`config.mk`:
```
export PLATFORM = sky130hd
export DESIGN_NAME = socks5_server_handshake_core
export DESIGN_NICKNAME = d
export VERILOG_FILES = /design/src/rtl/socks5_pkg.sv /design/src/rtl/socks5_slot_mem.sv /design/src/rtl/socks5_reply_seq.sv /design/src/rtl/socks5_server_handshake_core.sv
export VERILOG_INCLUDE_DIRS = /design/src /design/src/rtl
export SDC_FILE = /design/constraint.sdc
export NUM_CORES = 1
export LEC_CHECK = 0
export ABC_CLOCK_PERIOD_IN_PS = 10400
export BUFFER_PORTS_ARGS = -buffer_cell sky130_fd_sc_hd__clkbuf_2
export CORE_MARGIN = 8
export CORE_UTILIZATION = 62
export CTS_CLUSTER_SIZE = 14
export DETAILED_ROUTE_END_ITERATION = 8
export GPL_ROUTABILITY_DRIVEN = 0
export GPL_TIMING_DRIVEN = 0
export PLACE_DENSITY_LB_ADDON = 0.12
export SYNTH_ARGS = -nofsm -noshare
export SYNTH_HDL_FRONTEND = slang
export SYNTH_HIERARCHICAL = 1
export SYNTH_SLANG_ARGS = --single-unit
```
`constraint.sdc`:
```
create_clock -name clk -period 10.4 [get_ports clk]
set_clock_uncertainty 0.05 [all_clocks]
set_input_delay 1.04 -clock clk [delete_from_list [all_inputs] [get_ports clk]]
set_output_delay 1.04 -clock clk [all_outputs]
set_load 0.05 [all_outputs]
```
`src/rtl/assert_macros.svh`:
```
// Assertion helpers for the handshake core
`ifndef ASSERT_MACROS_SVH
`define ASSERT_MACROS_SVH

// Same-cycle implication
`define CHK_NOW(label, clk, rst_n, ante, cons) \
  label: assert property (@(posedge clk) disable iff (!rst_n) (ante) |-> (cons)) \
    else $error("assertion failed");

// Next-cycle implication
`define CHK_NEXT(label, clk, rst_n, ante, cons) \
  label: assert property (@(posedge clk) disable iff (!rst_n) (ante) |=> (cons)) \
    else $error("assertion failed");

`endif

```
`src/rtl/socks5_pkg.sv`:
```
package socks5_pkg;

  localparam int SLOTS_DEF = 8;

  typedef enum logic [2:0] {
    PH_FREE  = 3'd0,
    PH_AUTH  = 3'd1,
    PH_CMD   = 3'd2,
    PH_AWAIT = 3'd3,
    PH_CONN  = 3'd4,
    PH_ERR   = 3'd5
  } phase_t;

  typedef struct packed {
    phase_t      phase;
    logic [31:0] stream;
    logic [15:0] port;
  } entry_t;

  typedef enum logic [2:0] {
    S_IDLE,
    S_SCAN_RD,
    S_SCAN_CK,
    S_RD,
    S_EX,
    S_OUT
  } state_t;

  localparam logic [1:0] REQ_ACCEPT = 2'd0;
  localparam logic [1:0] REQ_MSG    = 2'd1;
  localparam logic [1:0] REQ_OPEN   = 2'd2;

  localparam logic [1:0] KIND_STATUS = 2'd0;
  localparam logic [1:0] KIND_REPLY  = 2'd1;
  localparam logic [1:0] KIND_OPEN   = 2'd2;
  localparam logic [1:0] KIND_FWD    = 2'd3;

  localparam logic [3:0] STAT_OK        = 4'd0;
  localparam logic [3:0] STAT_FULL      = 4'd1;
  localparam logic [3:0] STAT_NO_CONN   = 4'd2;
  localparam logic [3:0] STAT_BAD_GREET = 4'd3;
  localparam logic [3:0] STAT_NO_METHOD = 4'd4;
  localparam logic [3:0] STAT_BAD_REQ   = 4'd5;
  localparam logic [3:0] STAT_UNSUP_CMD = 4'd6;
  localparam logic [3:0] STAT_SHORT     = 4'd7;
  localparam logic [3:0] STAT_BAD_ATYP  = 4'd8;
  localparam logic [3:0] STAT_OPEN_FAIL = 4'd9;
  localparam logic [3:0] STAT_ERR_STATE = 4'd10;
  localparam logic [3:0] STAT_INV_STATE = 4'd11;

  localparam logic [7:0] SOCKS_VER      = 8'h05;
  localparam logic [7:0] METH_NONE_OK   = 8'h00;
  localparam logic [7:0] METH_REJECT    = 8'hFF;
  localparam logic [7:0] REP_CMD_UNSUP  = 8'h07;
  localparam logic [7:0] REP_HOST_FAIL  = 8'h05;
  localparam logic [7:0] CMD_CONNECT    = 8'h01;
  localparam logic [7:0] ATYP_V4        = 8'h01;
  localparam logic [7:0] ATYP_DOM       = 8'h03;
  localparam logic [7:0] ATYP_V6        = 8'h04;
  localparam logic [9:0] V6_MIN_LEN     = 10'd22;
  localparam logic [3:0] REPLY_LEN      = 4'd10;
  localparam logic [3:0] GREET_LEN      = 4'd2;

  typedef struct packed {
    logic [1:0]  kind;
    logic [2:0]  slot;
    logic [3:0]  status;
    logic [7:0]  code;
    logic [15:0] port;
    logic [31:0] addr;
    logic [7:0]  dbyte;
    logic [3:0]  len;
  } res_t;

endpackage

```
`src/rtl/socks5_slot_mem.sv`:
```
module socks5_slot_mem import socks5_pkg::*; #(
  parameter int SLOTS = SLOTS_DEF,
  parameter int AW    = (SLOTS > 1) ? $clog2(SLOTS) : 1
) (
  input  logic             clk,
  input  logic             rst_n,
  input  logic             rd_en,
  input  logic [AW-1:0]    rd_addr,
  output entry_t           rd_ent,
  input  logic             wr_en,
  input  logic [AW-1:0]    wr_addr,
  input  entry_t           wr_ent,
  output logic [SLOTS-1:0] vld
);

  entry_t           mem [SLOTS];
  entry_t           rd_r;
  logic             rv_r;
  logic [SLOTS-1:0] vld_r;

  always_ff @(posedge clk) begin
    if (wr_en && (32'(wr_addr) < SLOTS)) begin
      mem[wr_addr] <= wr_ent;
    end
    if (rd_en && (32'(rd_addr) < SLOTS)) begin
      rd_r <= mem[rd_addr];
    end
  end

  always_ff @(posedge clk) begin
    if (!rst_n) begin
      vld_r <= '0;
      rv_r  <= 1'b0;
    end else begin
      if (wr_en && (32'(wr_addr) < SLOTS)) begin
        vld_r[wr_addr] <= 1'b1;
      end
      if (rd_en) begin
        rv_r <= (32'(rd_addr) < SLOTS) ? vld_r[rd_addr] : 1'b0;
      end
    end
  end

  // an unwritten entry reads as free
  assign rd_ent = rv_r ? rd_r : '0;
  assign vld    = vld_r;

endmodule

```
`src/rtl/socks5_reply_seq.sv`:
```
module socks5_reply_seq import socks5_pkg::*; (
  input  logic        clk,
  input  logic        rst_n,
  input  logic        load,
  input  res_t        res,
  output logic        out_valid,
  input  logic        out_stall,
  output logic [1:0]  out_kind,
  output logic [2:0]  out_slot,
  output logic [3:0]  out_status,
  output logic [7:0]  out_out_byte,
  output logic [31:0] out_target_addr,
  output logic [15:0] out_target_port,
  output logic        out_last,
  output logic        done
);

  res_t       r_r;
  logic [3:0] idx_r;
  logic       vld_r;
  logic [7:0] gen;
  logic       beat;

  assign out_last = (idx_r == (r_r.len - 4'd1));
  assign beat     = vld_r && !out_stall;
  assign done     = beat && out_last;

  always_ff @(posedge clk) begin
    if (!rst_n) begin
      vld_r <= 1'b0;
      idx_r <= '0;
    end else if (load) begin
      vld_r <= 1'b1;
      idx_r <= '0;
    end else if (beat) begin
      if (out_last) begin
        vld_r <= 1'b0;
      end
      idx_r <= idx_r + 4'd1;
    end
  end

  always_ff @(posedge clk) begin
    if (load) begin
      r_r <= res;
    end
  end

  // reply layout: VER, REP, RSV, ATYP=1, four zero address bytes, port
  always_comb begin
    case (idx_r)
      4'd0:    gen = SOCKS_VER;
      4'd1:    gen = r_r.code;
      4'd3:    gen = ATYP_V4;
      4'd8:    gen = r_r.port[15:8];
      4'd9:    gen = r_r.port[7:0];
      default: gen = 8'h00;
    endcase
  end

  assign out_valid       = vld_r;
  assign out_kind        = r_r.kind;
  assign out_slot        = r_r.slot;
  assign out_status      = r_r.status;
  assign out_out_byte    = (r_r.kind == KIND_REPLY) ? gen :
                           (r_r.kind == KIND_FWD) ? r_r.dbyte : 8'h00;
  assign out_target_addr = (r_r.kind == KIND_OPEN) ? r_r.addr : 32'h0;
  assign out_target_port = (r_r.kind == KIND_OPEN) ? r_r.port : 16'h0;

endmodule

```
`src/rtl/socks5_server_handshake_core.sv`:
```
// Flow: an accepted beat passes through S_RD and S_EX before its first result beat in S_OUT; the first byte
//   of a message replaces S_RD with an S_SCAN_RD, S_SCAN_CK pass for each slot scanned by id.
// Items: a new beat is taken only in S_IDLE, once every result beat (0, 1, 2 or 10) of the
//   previous item is out; in_stall stays high until then.
// Reset: synchronous, active low; clears slot valid bits and control state.
//   No clearing pass: an invalid slot entry reads as free.
`include "assert_macros.svh"
module socks5_server_handshake_core import socks5_pkg::*; #(
  parameter int SLOTS = SLOTS_DEF
) (
  input  logic        clk,
  input  logic        rst_n,
  input  logic        in_valid,
  output logic        in_stall,
  input  logic [1:0]  in_req_type,
  input  logic [31:0] in_stream_id,
  input  logic [7:0]  in_data_byte,
  input  logic        in_msg_last,
  input  logic [2:0]  in_open_slot,
  input  logic [31:0] in_open_stream_id,
  output logic        out_valid,
  input  logic        out_stall,
  output logic [1:0]  out_kind,
  output logic [2:0]  out_slot,
  output logic [3:0]  out_status,
  output logic [7:0]  out_out_byte,
  output logic [31:0] out_target_addr,
  output logic [15:0] out_target_port,
  output logic        out_last
);

  localparam int AW = (SLOTS > 1) ? $clog2(SLOTS) : 1;
  localparam int CW = $clog2(SLOTS + 1);
  localparam logic [CW-1:0] NONE = CW'(SLOTS);

  state_t state_r, state_nxt;

  // held input beat
  logic [1:0]  req_r;
  logic [31:0] sid_r;
  logic [7:0]  b_r;
  logic        last_r;
  logic [2:0]  os_r;
  logic [31:0] nid_r;

  // message parse state
  logic [8:0]    bc_r, bc_nxt;
  logic [CW-1:0] cur_r, cur_nxt;
  logic [7:0]    hv_r, hv_nxt, hs_r, hs_nxt, at_r, at_nxt, dl_r, dl_nxt;
  logic          na_r, na_nxt;
  logic [31:0]   aa_r, aa_nxt;
  logic [15:0]   pa_r, pa_nxt;

  // lookup scan
  logic [AW-1:0] scan_r;
  logic          found_r;
  logic          hit;

  // slot table
  logic             rd_en, wr_en;
  logic [AW-1:0]    rd_addr, wr_addr;
  entry_t           ent, wr_ent;
  logic [SLOTS-1:0] vld;

  // first free slot
  logic          free_found;
  logic [AW-1:0] free_idx;

  // execute
  res_t          res;
  logic          res_go;
  logic          done;
  logic          first;
  logic [CW-1:0] s;
  logic [9:0]    n, hi_i, lo_i, idx10;
  logic          port_sel;
  logic          os_ok;

  socks5_slot_mem #(.SLOTS(SLOTS), .AW(AW)) u_mem (
    .clk     (clk),
    .rst_n   (rst_n),
    .rd_en   (rd_en),
    .rd_addr (rd_addr),
    .rd_ent  (ent),
    .wr_en   (wr_en),
    .wr_addr (wr_addr),
    .wr_ent  (wr_ent),
    .vld     (vld)
  );

  socks5_reply_seq u_seq (
    .clk             (clk),
    .rst_n           (rst_n),
    .load            (res_go),
    .res             (res),
    .out_valid       (out_valid),
    .out_stall       (out_stall),
    .out_kind        (out_kind),
    .out_slot        (out_slot),
    .out_status      (out_status),
    .out_out_byte    (out_out_byte),
    .out_target_addr (out_target_addr),
    .out_target_port (out_target_port),
    .out_last        (out_last),
    .done            (done)
  );

  // take beats only between items
  assign in_stall = (state_r != S_IDLE);

  // lowest slot never claimed is the first free one
  always_comb begin
    free_found = 1'b0;
    free_idx   = '0;
    for (int i = SLOTS - 1; i >= 0; i--) begin
      if (!vld[i]) begin
        free_found = 1'b1;
        free_idx   = AW'(i);
      end
    end
  end

  assign hit   = (ent.phase != PH_FREE) && (ent.stream == sid_r);
  assign os_ok = (32'(os_r) < SLOTS);

  // next state
  always_comb begin
    state_nxt = state_r;
    case (state_r)
      S_IDLE: begin
        if (in_valid) begin
          state_nxt = (in_req_type == REQ_MSG && bc_r == 9'd0) ? S_SCAN_RD : S_RD;
        end
      end
      S_SCAN_RD: state_nxt = S_SCAN_CK;
      S_SCAN_CK: begin
        state_nxt = (hit || scan_r == AW'(SLOTS - 1)) ? S_EX : S_SCAN_RD;
      end
      S_RD:  state_nxt = S_EX;
      S_EX:  state_nxt = res_go ? S_OUT : S_IDLE;
      S_OUT: begin
        if (done) begin
          state_nxt = S_IDLE;
        end
      end
      default: state_nxt = S_IDLE;
    endcase
  end

  // table read port
  always_comb begin
    rd_en   = 1'b0;
    rd_addr = '0;
    case (state_r)
      S_SCAN_RD: begin
        rd_en   = 1'b1;
        rd_addr = scan_r;
      end
      S_RD: begin
        rd_en   = 1'b1;
        rd_addr = (req_r == REQ_OPEN) ? AW'(os_r) : cur_r[AW-1:0];
      end
      default: rd_en = 1'b0;
    endcase
  end

  // execute: judge the beat against its slot entry or claim a free slot, write the entry, set up results
  always_comb begin
    bc_nxt  = bc_r;
    cur_nxt = cur_r;
    hv_nxt  = hv_r;
    hs_nxt  = hs_r;
    at_nxt  = at_r;
    dl_nxt  = dl_r;
    na_nxt  = na_r;
    aa_nxt  = aa_r;
    pa_nxt  = pa_r;
    wr_en   = 1'b0;
    wr_addr = '0;
    wr_ent  = ent;
    res     = '0;
    res.len = 4'd1;
    res_go  = 1'b0;
    first   = (bc_r == 9'd0);
    s       = first ? (found_r ? CW'(scan_r) : NONE) : cur_r;
    idx10   = {1'b0, bc_r};
    n       = idx10 + 10'd1;
    hi_i    = '0;
    lo_i    = '0;
    port_sel = 1'b0;
    if (state_r == S_EX) begin
      case (req_r)
        REQ_ACCEPT: begin
          res_go = 1'b1;
          if (free_found) begin
            wr_en      = 1'b1;
            wr_addr    = free_idx;
            wr_ent     = '{phase: PH_AUTH, stream: 32'h0, port: 16'h0};
            res.slot   = 3'(free_idx);
            res.status = STAT_OK;
          end else begin
            res.status = STAT_FULL;
          end
        end
        REQ_OPEN: begin
          res_go   = 1'b1;
          res.slot = os_r;
          wr_addr  = AW'(os_r);
          if (!os_ok || ent.phase != PH_AWAIT) begin
            res.status = STAT_INV_STATE;
          end else if (nid_r == 32'h0 || nid_r[31]) begin
            wr_en        = 1'b1;
            wr_ent.phase = PH_ERR;
            res.kind     = KIND_REPLY;
            res.len      = REPLY_LEN;
            res.code     = REP_HOST_FAIL;
            res.status   = STAT_OPEN_FAIL;
          end else begin
            wr_en         = 1'b1;
            wr_ent.phase  = PH_CONN;
            wr_ent.stream = nid_r;
            res.kind      = KIND_REPLY;
            res.len       = REPLY_LEN;
            res.code      = 8'h00;
            res.port      = ent.port;
            res.status    = STAT_OK;
          end
        end
        REQ_MSG: begin
          // drop header state at the start of a message
          if (first) begin
            hv_nxt = '0; hs_nxt = '0; at_nxt = '0; dl_nxt = '0;
            na_nxt = 1'b0; aa_nxt = '0; pa_nxt = '0;
          end
          cur_nxt  = s;
          wr_addr  = s[AW-1:0];
          res.slot = 3'(s);
          if (s == NONE) begin
            res.slot   = 3'd0;
            res.status = STAT_NO_CONN;
            res_go     = last_r;
          end else begin
            case (ent.phase)
              PH_CONN: begin
                res.kind  = KIND_FWD;
                res.dbyte = b_r;
                res_go    = 1'b1;
              end
              PH_AUTH: begin
                if (bc_r == 9'd0) begin
                  hv_nxt = b_r;
                end else if (bc_r == 9'd1) begin
                  hs_nxt = b_r;
                end else if ((bc_r - 9'd2) < {1'b0, hs_nxt} && b_r == 8'h00) begin
                  na_nxt = 1'b1;
                end
                res_go = last_r;
                if (n < 10'd2 || hv_nxt != SOCKS_VER || n < 10'd2 + {2'b0, hs_nxt}) begin
                  res.status = STAT_BAD_GREET;
                end else begin
                  wr_en    = last_r;
                  res.kind = KIND_REPLY;
                  res.len  = GREET_LEN;
                  if (!na_nxt) begin
                    wr_ent.phase = PH_ERR;
                    res.code     = METH_REJECT;
                    res.status   = STAT_NO_METHOD;
                  end else begin
                    wr_ent.phase = PH_CMD;
                    res.code     = METH_NONE_OK;
                    res.status   = STAT_OK;
                  end
                end
              end
              PH_CMD: begin
                if (bc_r == 9'd0) begin
                  hv_nxt = b_r;
                end else if (bc_r == 9'd1) begin
                  hs_nxt = b_r;
                end else if (bc_r == 9'd3) begin
                  at_nxt = b_r;
                end else if (bc_r >= 9'd4) begin
                  if (at_nxt == ATYP_V4) begin
                    if (bc_r <= 9'd7) begin
                      case (bc_r[1:0])
                        2'd0:    aa_nxt[7:0]   = aa_nxt[7:0]   | b_r;
                        2'd1:    aa_nxt[15:8]  = aa_nxt[15:8]  | b_r;
                        2'd2:    aa_nxt[23:16] = aa_nxt[23:16] | b_r;
                        default: aa_nxt[31:24] = aa_nxt[31:24] | b_r;
                      endcase
                    end
                    port_sel = 1'b1; hi_i = 10'd8; lo_i = 10'd9;
                  end else if (at_nxt == ATYP_DOM) begin
                    if (bc_r == 9'd4) begin
                      dl_nxt = b_r;
                    end else begin
                      port_sel = 1'b1;
                      hi_i = 10'd5 + {2'b0, dl_nxt};
                      lo_i = 10'd6 + {2'b0, dl_nxt};
                    end
                  end else if (at_nxt == ATYP_V6) begin
                    port_sel = 1'b1; hi_i = 10'd20; lo_i = 10'd21;
                  end
                  if (port_sel && idx10 == hi_i) begin
                    pa_nxt[15:8] = b_r;
                  end else if (port_sel && idx10 == lo_i) begin
                    pa_nxt[7:0] = b_r;
                  end
                end
                res_go = last_r;
                if (n < 10'd4 || hv_nxt != SOCKS_VER) begin
                  res.status = STAT_BAD_REQ;
                end else if (hs_nxt != CMD_CONNECT) begin
                  wr_en        = last_r;
                  wr_ent.phase = PH_ERR;
                  res.kind     = KIND_REPLY;
                  res.len      = REPLY_LEN;
                  res.code     = REP_CMD_UNSUP;
                  res.status   = STAT_UNSUP_CMD;
                end else if (at_nxt != ATYP_V4 && at_nxt != ATYP_DOM && at_nxt != ATYP_V6) begin
                  res.status = STAT_BAD_ATYP;
                end else if ((at_nxt == ATYP_V4 && n < 10'd10) ||
                             (at_nxt == ATYP_DOM && n < 10'd7 + {2'b0, dl_nxt}) ||
                             (at_nxt == ATYP_V6 && n < V6_MIN_LEN)) begin
                  res.status = STAT_SHORT;
                end else begin
                  wr_en        = last_r;
                  wr_ent.phase = PH_AWAIT;
                  wr_ent.port  = pa_nxt;
                  res.kind     = KIND_OPEN;
                  res.addr     = (at_nxt == ATYP_V4) ? aa_nxt : 32'h0;
                  res.port     = pa_nxt;
                  res.status   = STAT_OK;
                end
              end
              PH_ERR: begin
                res.status = STAT_ERR_STATE;
                res_go     = last_r;
              end
              default: begin
                res.status = STAT_INV_STATE;
                res_go     = last_r;
              end
            endcase
          end
          // advance the byte index, saturating
          if (last_r) begin
            bc_nxt = '0;
          end else if (bc_r != 9'h1FF) begin
            bc_nxt = bc_r + 9'd1;
          end
        end
        default: res_go = 1'b0;
      endcase
    end
  end

  always_ff @(posedge clk) begin
    if (!rst_n) begin
      state_r <= S_IDLE;
      bc_r    <= '0;
      cur_r   <= '0;
      hv_r    <= '0;
      hs_r    <= '0;
      at_r    <= '0;
      dl_r    <= '0;
      na_r    <= 1'b0;
      aa_r    <= '0;
      pa_r    <= '0;
      scan_r  <= '0;
      found_r <= 1'b0;
    end else begin
      state_r <= state_nxt;
      bc_r    <= bc_nxt;
      cur_r   <= cur_nxt;
      hv_r    <= hv_nxt;
      hs_r    <= hs_nxt;
      at_r    <= at_nxt;
      dl_r    <= dl_nxt;
      na_r    <= na_nxt;
      aa_r    <= aa_nxt;
      pa_r    <= pa_nxt;
      if (state_r == S_IDLE) begin
        scan_r  <= '0;
        found_r <= 1'b0;
      end else if (state_r == S_SCAN_CK) begin
        found_r <= hit;
        if (!hit && scan_r != AW'(SLOTS - 1)) begin
          scan_r <= scan_r + AW'(1);
        end
      end
    end
  end

  // hold the accepted beat
  always_ff @(posedge clk) begin
    if (state_r == S_IDLE && in_valid) begin
      req_r  <= in_req_type;
      sid_r  <= in_stream_id;
      b_r    <= in_data_byte;
      last_r <= in_msg_last;
      os_r   <= in_open_slot;
      nid_r  <= in_open_stream_id;
    end
  end

  `CHK_NOW(a_out_only_in_out, clk, rst_n, out_valid, state_r == S_OUT)
  `CHK_NEXT(a_accept_leaves_idle, clk, rst_n, in_valid && !in_stall, state_r != S_IDLE)
  `CHK_NOW(a_write_only_in_ex, clk, rst_n, wr_en, state_r == S_EX)
  `CHK_NEXT(a_last_beat_ends, clk, rst_n, out_valid && !out_stall && out_last, !out_valid)

endmodule
```
==> metrics <==
Crit path arrival time=~8600 ps; worst slack at placement=2520 ps; Layout area overhead=14.0%; H-tree levels=3; vias per cell=6.54; Chip Height=245 microns; post-synthesis sequential area ratio=0.640; core box area=51500 sq um; Yosys reg bits=roughly 730; fraction of registers with async set or reset after synthesis=0; Reg2Reg Depth=20; CTS tree=done; postcts setup bufs=0; Worst Hold Endpoint=hv_r[3]; all-layer global routing usage=0.278; outcome=completed; TritonRoute pass-1 iters=9; final hold violation count=0; Syn Area/Cell=about 14 sq um; Adder-Cell Fraction of Synth Area=0.0178; synth cell count leaders=edfxtp_1, nor2_1, and2_1, dfxtp_1, clkbuf_1; largest family of logic cells by synthesized area=simple AND/OR/NAND/NOR gates; Clock transition at path regs=60 ps; pin count of the biggest net entering global routing=54; crit path kind=reg2reg; measured slew at the worst slew-check pin=approximately 1300 ps; Starting Density=0.629; post-synthesis simple-gate area fraction=0.105; Ant. Diodes=0; Root Buffer=clkbuf_16; xor/xnor share of the synthesized area=0.0204; max-slew violations=0; PwrDens=~170 nW/um^2; CTS Buffer Depth=3; FF-to-FF Start=bc_r[0]; Max-Cap Viols=0; mux cell area share after synthesis=0.0994; hold buffer count at CTS=0; Synth Area in Compound Gates=0.0904; Remaining DRCs=0; Synth Cell Area=approximately 32000 sq um; initial drt markers=2595; Lkg Pwr=around 0.012 uW; top-area cell type share of the netlist area=0.569; Die ar.=59800 sq um; most frequent cell after synthesis=edfxtp_1; I/O Buffers=149; synthesized instance count=2278; Post-synth top flop=edfxtp_1; syn_nets=2406; filler instances=3324; Layout Nets=roughly 2700; FMAX=0.120 GHz; EDFF count, synth=614; # rows=a little over 80; final core utilization=0.717; number of setup violations in the final report=0; WL/cell=25.8 microns; grt total ovfl=0; initial antenna violation count=3; worst vdd ir=between 0.0002 and 0.00025 V; post-cts sizing count=0; HP Start=hv_r[3]; Top Ports=150; RSZ-0062 raised after global routing=false; routed via count=21400; HPWL after detailed placement=58.6 mm; CP endpoint kind=flip-flop; # clock sinks=729; CTS Buf Count=72; Skew-Pair Late Insertion Delay=between 600 and 700 ps; Crit Path Max Fanout=10; Worst Path Required=around 11000 ps; DIE WIDTH=~240 microns; vias in the first global route=21200; Synth area leader=edfxtp_1; crit path time final=8340 ps; hold path depth=2; Hold Path Class=reg2reg; reg-to-reg endpoint=u_mem/mem[4][14]; routed wire length=84.4 mm; crit start category=flip-flop; relative slew slack=0.151; Final WS setup=2060 ps; Final period util=0.802; main area contributors after synthesis=edfxtp_1, mux4_2, dfxtp_1; R2R Setup Slk=2060 ps; Syn. warnings=6; first-pass GRT wire length=127 mm; post-route ant nets=0; share of layout cells above drive strength 1=0.199; Synth cell types=89
-- layout make-up --
type | instances | area, sq um | share of cell area
plain buffers | 158 | 739 | 0.0200
clock buffers | 103 | 2040 | 0.0554
clock inverters | 28 | 274 | 0.00742
inverters | 35 | 134 | 0.00363
multi-input cells | 1356 | 10900 | 0.294
flip-flops and latches | 729 | 20700 | 0.562
well taps | 680 | 851 | 0.0230
repair buffers | 179 | 1280 | 0.0346
-- registers in the layout (all words and copies together), names as in the netlist, 8 cells and up --
name and count:
aa_r 32, at_r 8, b_r 8, bc_r 9, dl_r 8, hs_r 8, hv_r 8, nid_r 32
pa_r 16, sid_r 32, u_mem/mem 408, u_mem/rd_r 51, u_mem/vld 8, u_seq/r_r 68
-- critical path, cell delays in order (launching register included) --
cell and delay (ps):
dfxtp_1 440, clkbuf_1 470, inv_1 240, ha_1 320
clkbuf_1 280, nor2b_1 260, nand3_1 350, clkbuf_1 520
clkbuf_1 700, buf_1 600, nand2_1 190, ha_1 230
a21oi_1 350, o221a_2 310, o22ai_1 110, nor4_1 280
a211oi_1 120, nor4_1 860, clkbuf_1 440, a21oi_1 180
o2bb2ai_1 690
-- worst max-delay path by stage --
| stage | start | cells after the start | slack [ps] | end |
|---|---|---|---|---|
| global placement | bc_r[0] | 24 | -3530 | u_mem/mem[0][18] |
| global route | bc_r[0] | 20 | 1900 | u_mem/mem[4][14] |
| floorplan | bc_r[1] | 25 | 1700 | u_mem/mem[0][0] |
| detailed placement | bc_r[0] | 20 | 2520 | u_mem/mem[1][12] |
| CTS | bc_r[0] | 20 | 2520 | u_mem/mem[1][12] |
| finish | bc_r[0] | 20 | 2060 | u_mem/mem[4][14] |
-- per-stage QoR --
step / cell area (sq um) / setup TNS [ps] / power, uW / instances / hold slack, ps
6_report: 36900 / 0 / 6130 / 3268 / 403
5_1_grt: 36900 / 0 / 6280 / 3268 / 428
4_1_cts: 36900 / 0 / 6150 / 3268 / 404
3_5_place_dp: 34600 / 0 / 3640 / 3137 / 398
3_3_place_gp: 34000 / -571250 / 3630 / 3107 / 387
2_1_floorplan: 32400 / 0 / 3510 / 2278 / 377
-- kinds of logic (layout without fill, tap and decap cells) --
logic type / after synthesis / in the layout
AO/OA/AOI/OAI: 406 / 406
XOR/XNOR: 74 / 74
adder cells (fa/ha/maj): 46 / 46
buffers and inverters: 193 / 503
flip-flops: 729 / 729
multiplexers: 186 / 186
other: 1 / 1
AND/OR/NAND/NOR: 643 / 643
-- report_power, final --
group	total (uW)	leakage [uW]	internal, uW	switching [uW]
Sequential	3260	0.00660	3230	30.0
Clock	2540	0.00113	1450	1090
Combinational	328	0.00457	112	215
-- cell usage in the layout (no fill, tap or decap), types with 22 or more instances in the layout --
master	synthesis	routed
a22oi_1	68	68
nor4_1	30	29
nor3_1	26	24
xor2_1	44	44
nand3_1	44	44
edfxtp_1	614	614
nor2_1	173	166
nand2_1	101	101
inv_1	34	33
a21oi_1	62	62
mux4_2	103	103
mux2_2	55	55
and3_1	22	22
dfxtp_1	115	115
clkbuf_16	0	76
and2_1	121	121
clkbuf_1	111	134
a22o_1	64	64
xnor2_1	29	29
o21ai_0	54	54
ha_1	46	46
nand4_1	23	23
mux2i_1	28	28
clkbuf_2	2	151
-- routing by layer --
| layer | vias to the layer above | track usage | routed length, microns |
|---|---|---|---|
| met5 | - | 0 | 0 |
| met4 | 0 | 0.138 | 4450 |
| met3 | 253 | 0.0498 | 6840 |
| met2 | 1178 | 0.460 | 40800 |
| met1 | 10600 | 0.352 | 32300 |
| li1 | 9330 | - | - |
Note: power is estimated with default switching activity, not from simulation.
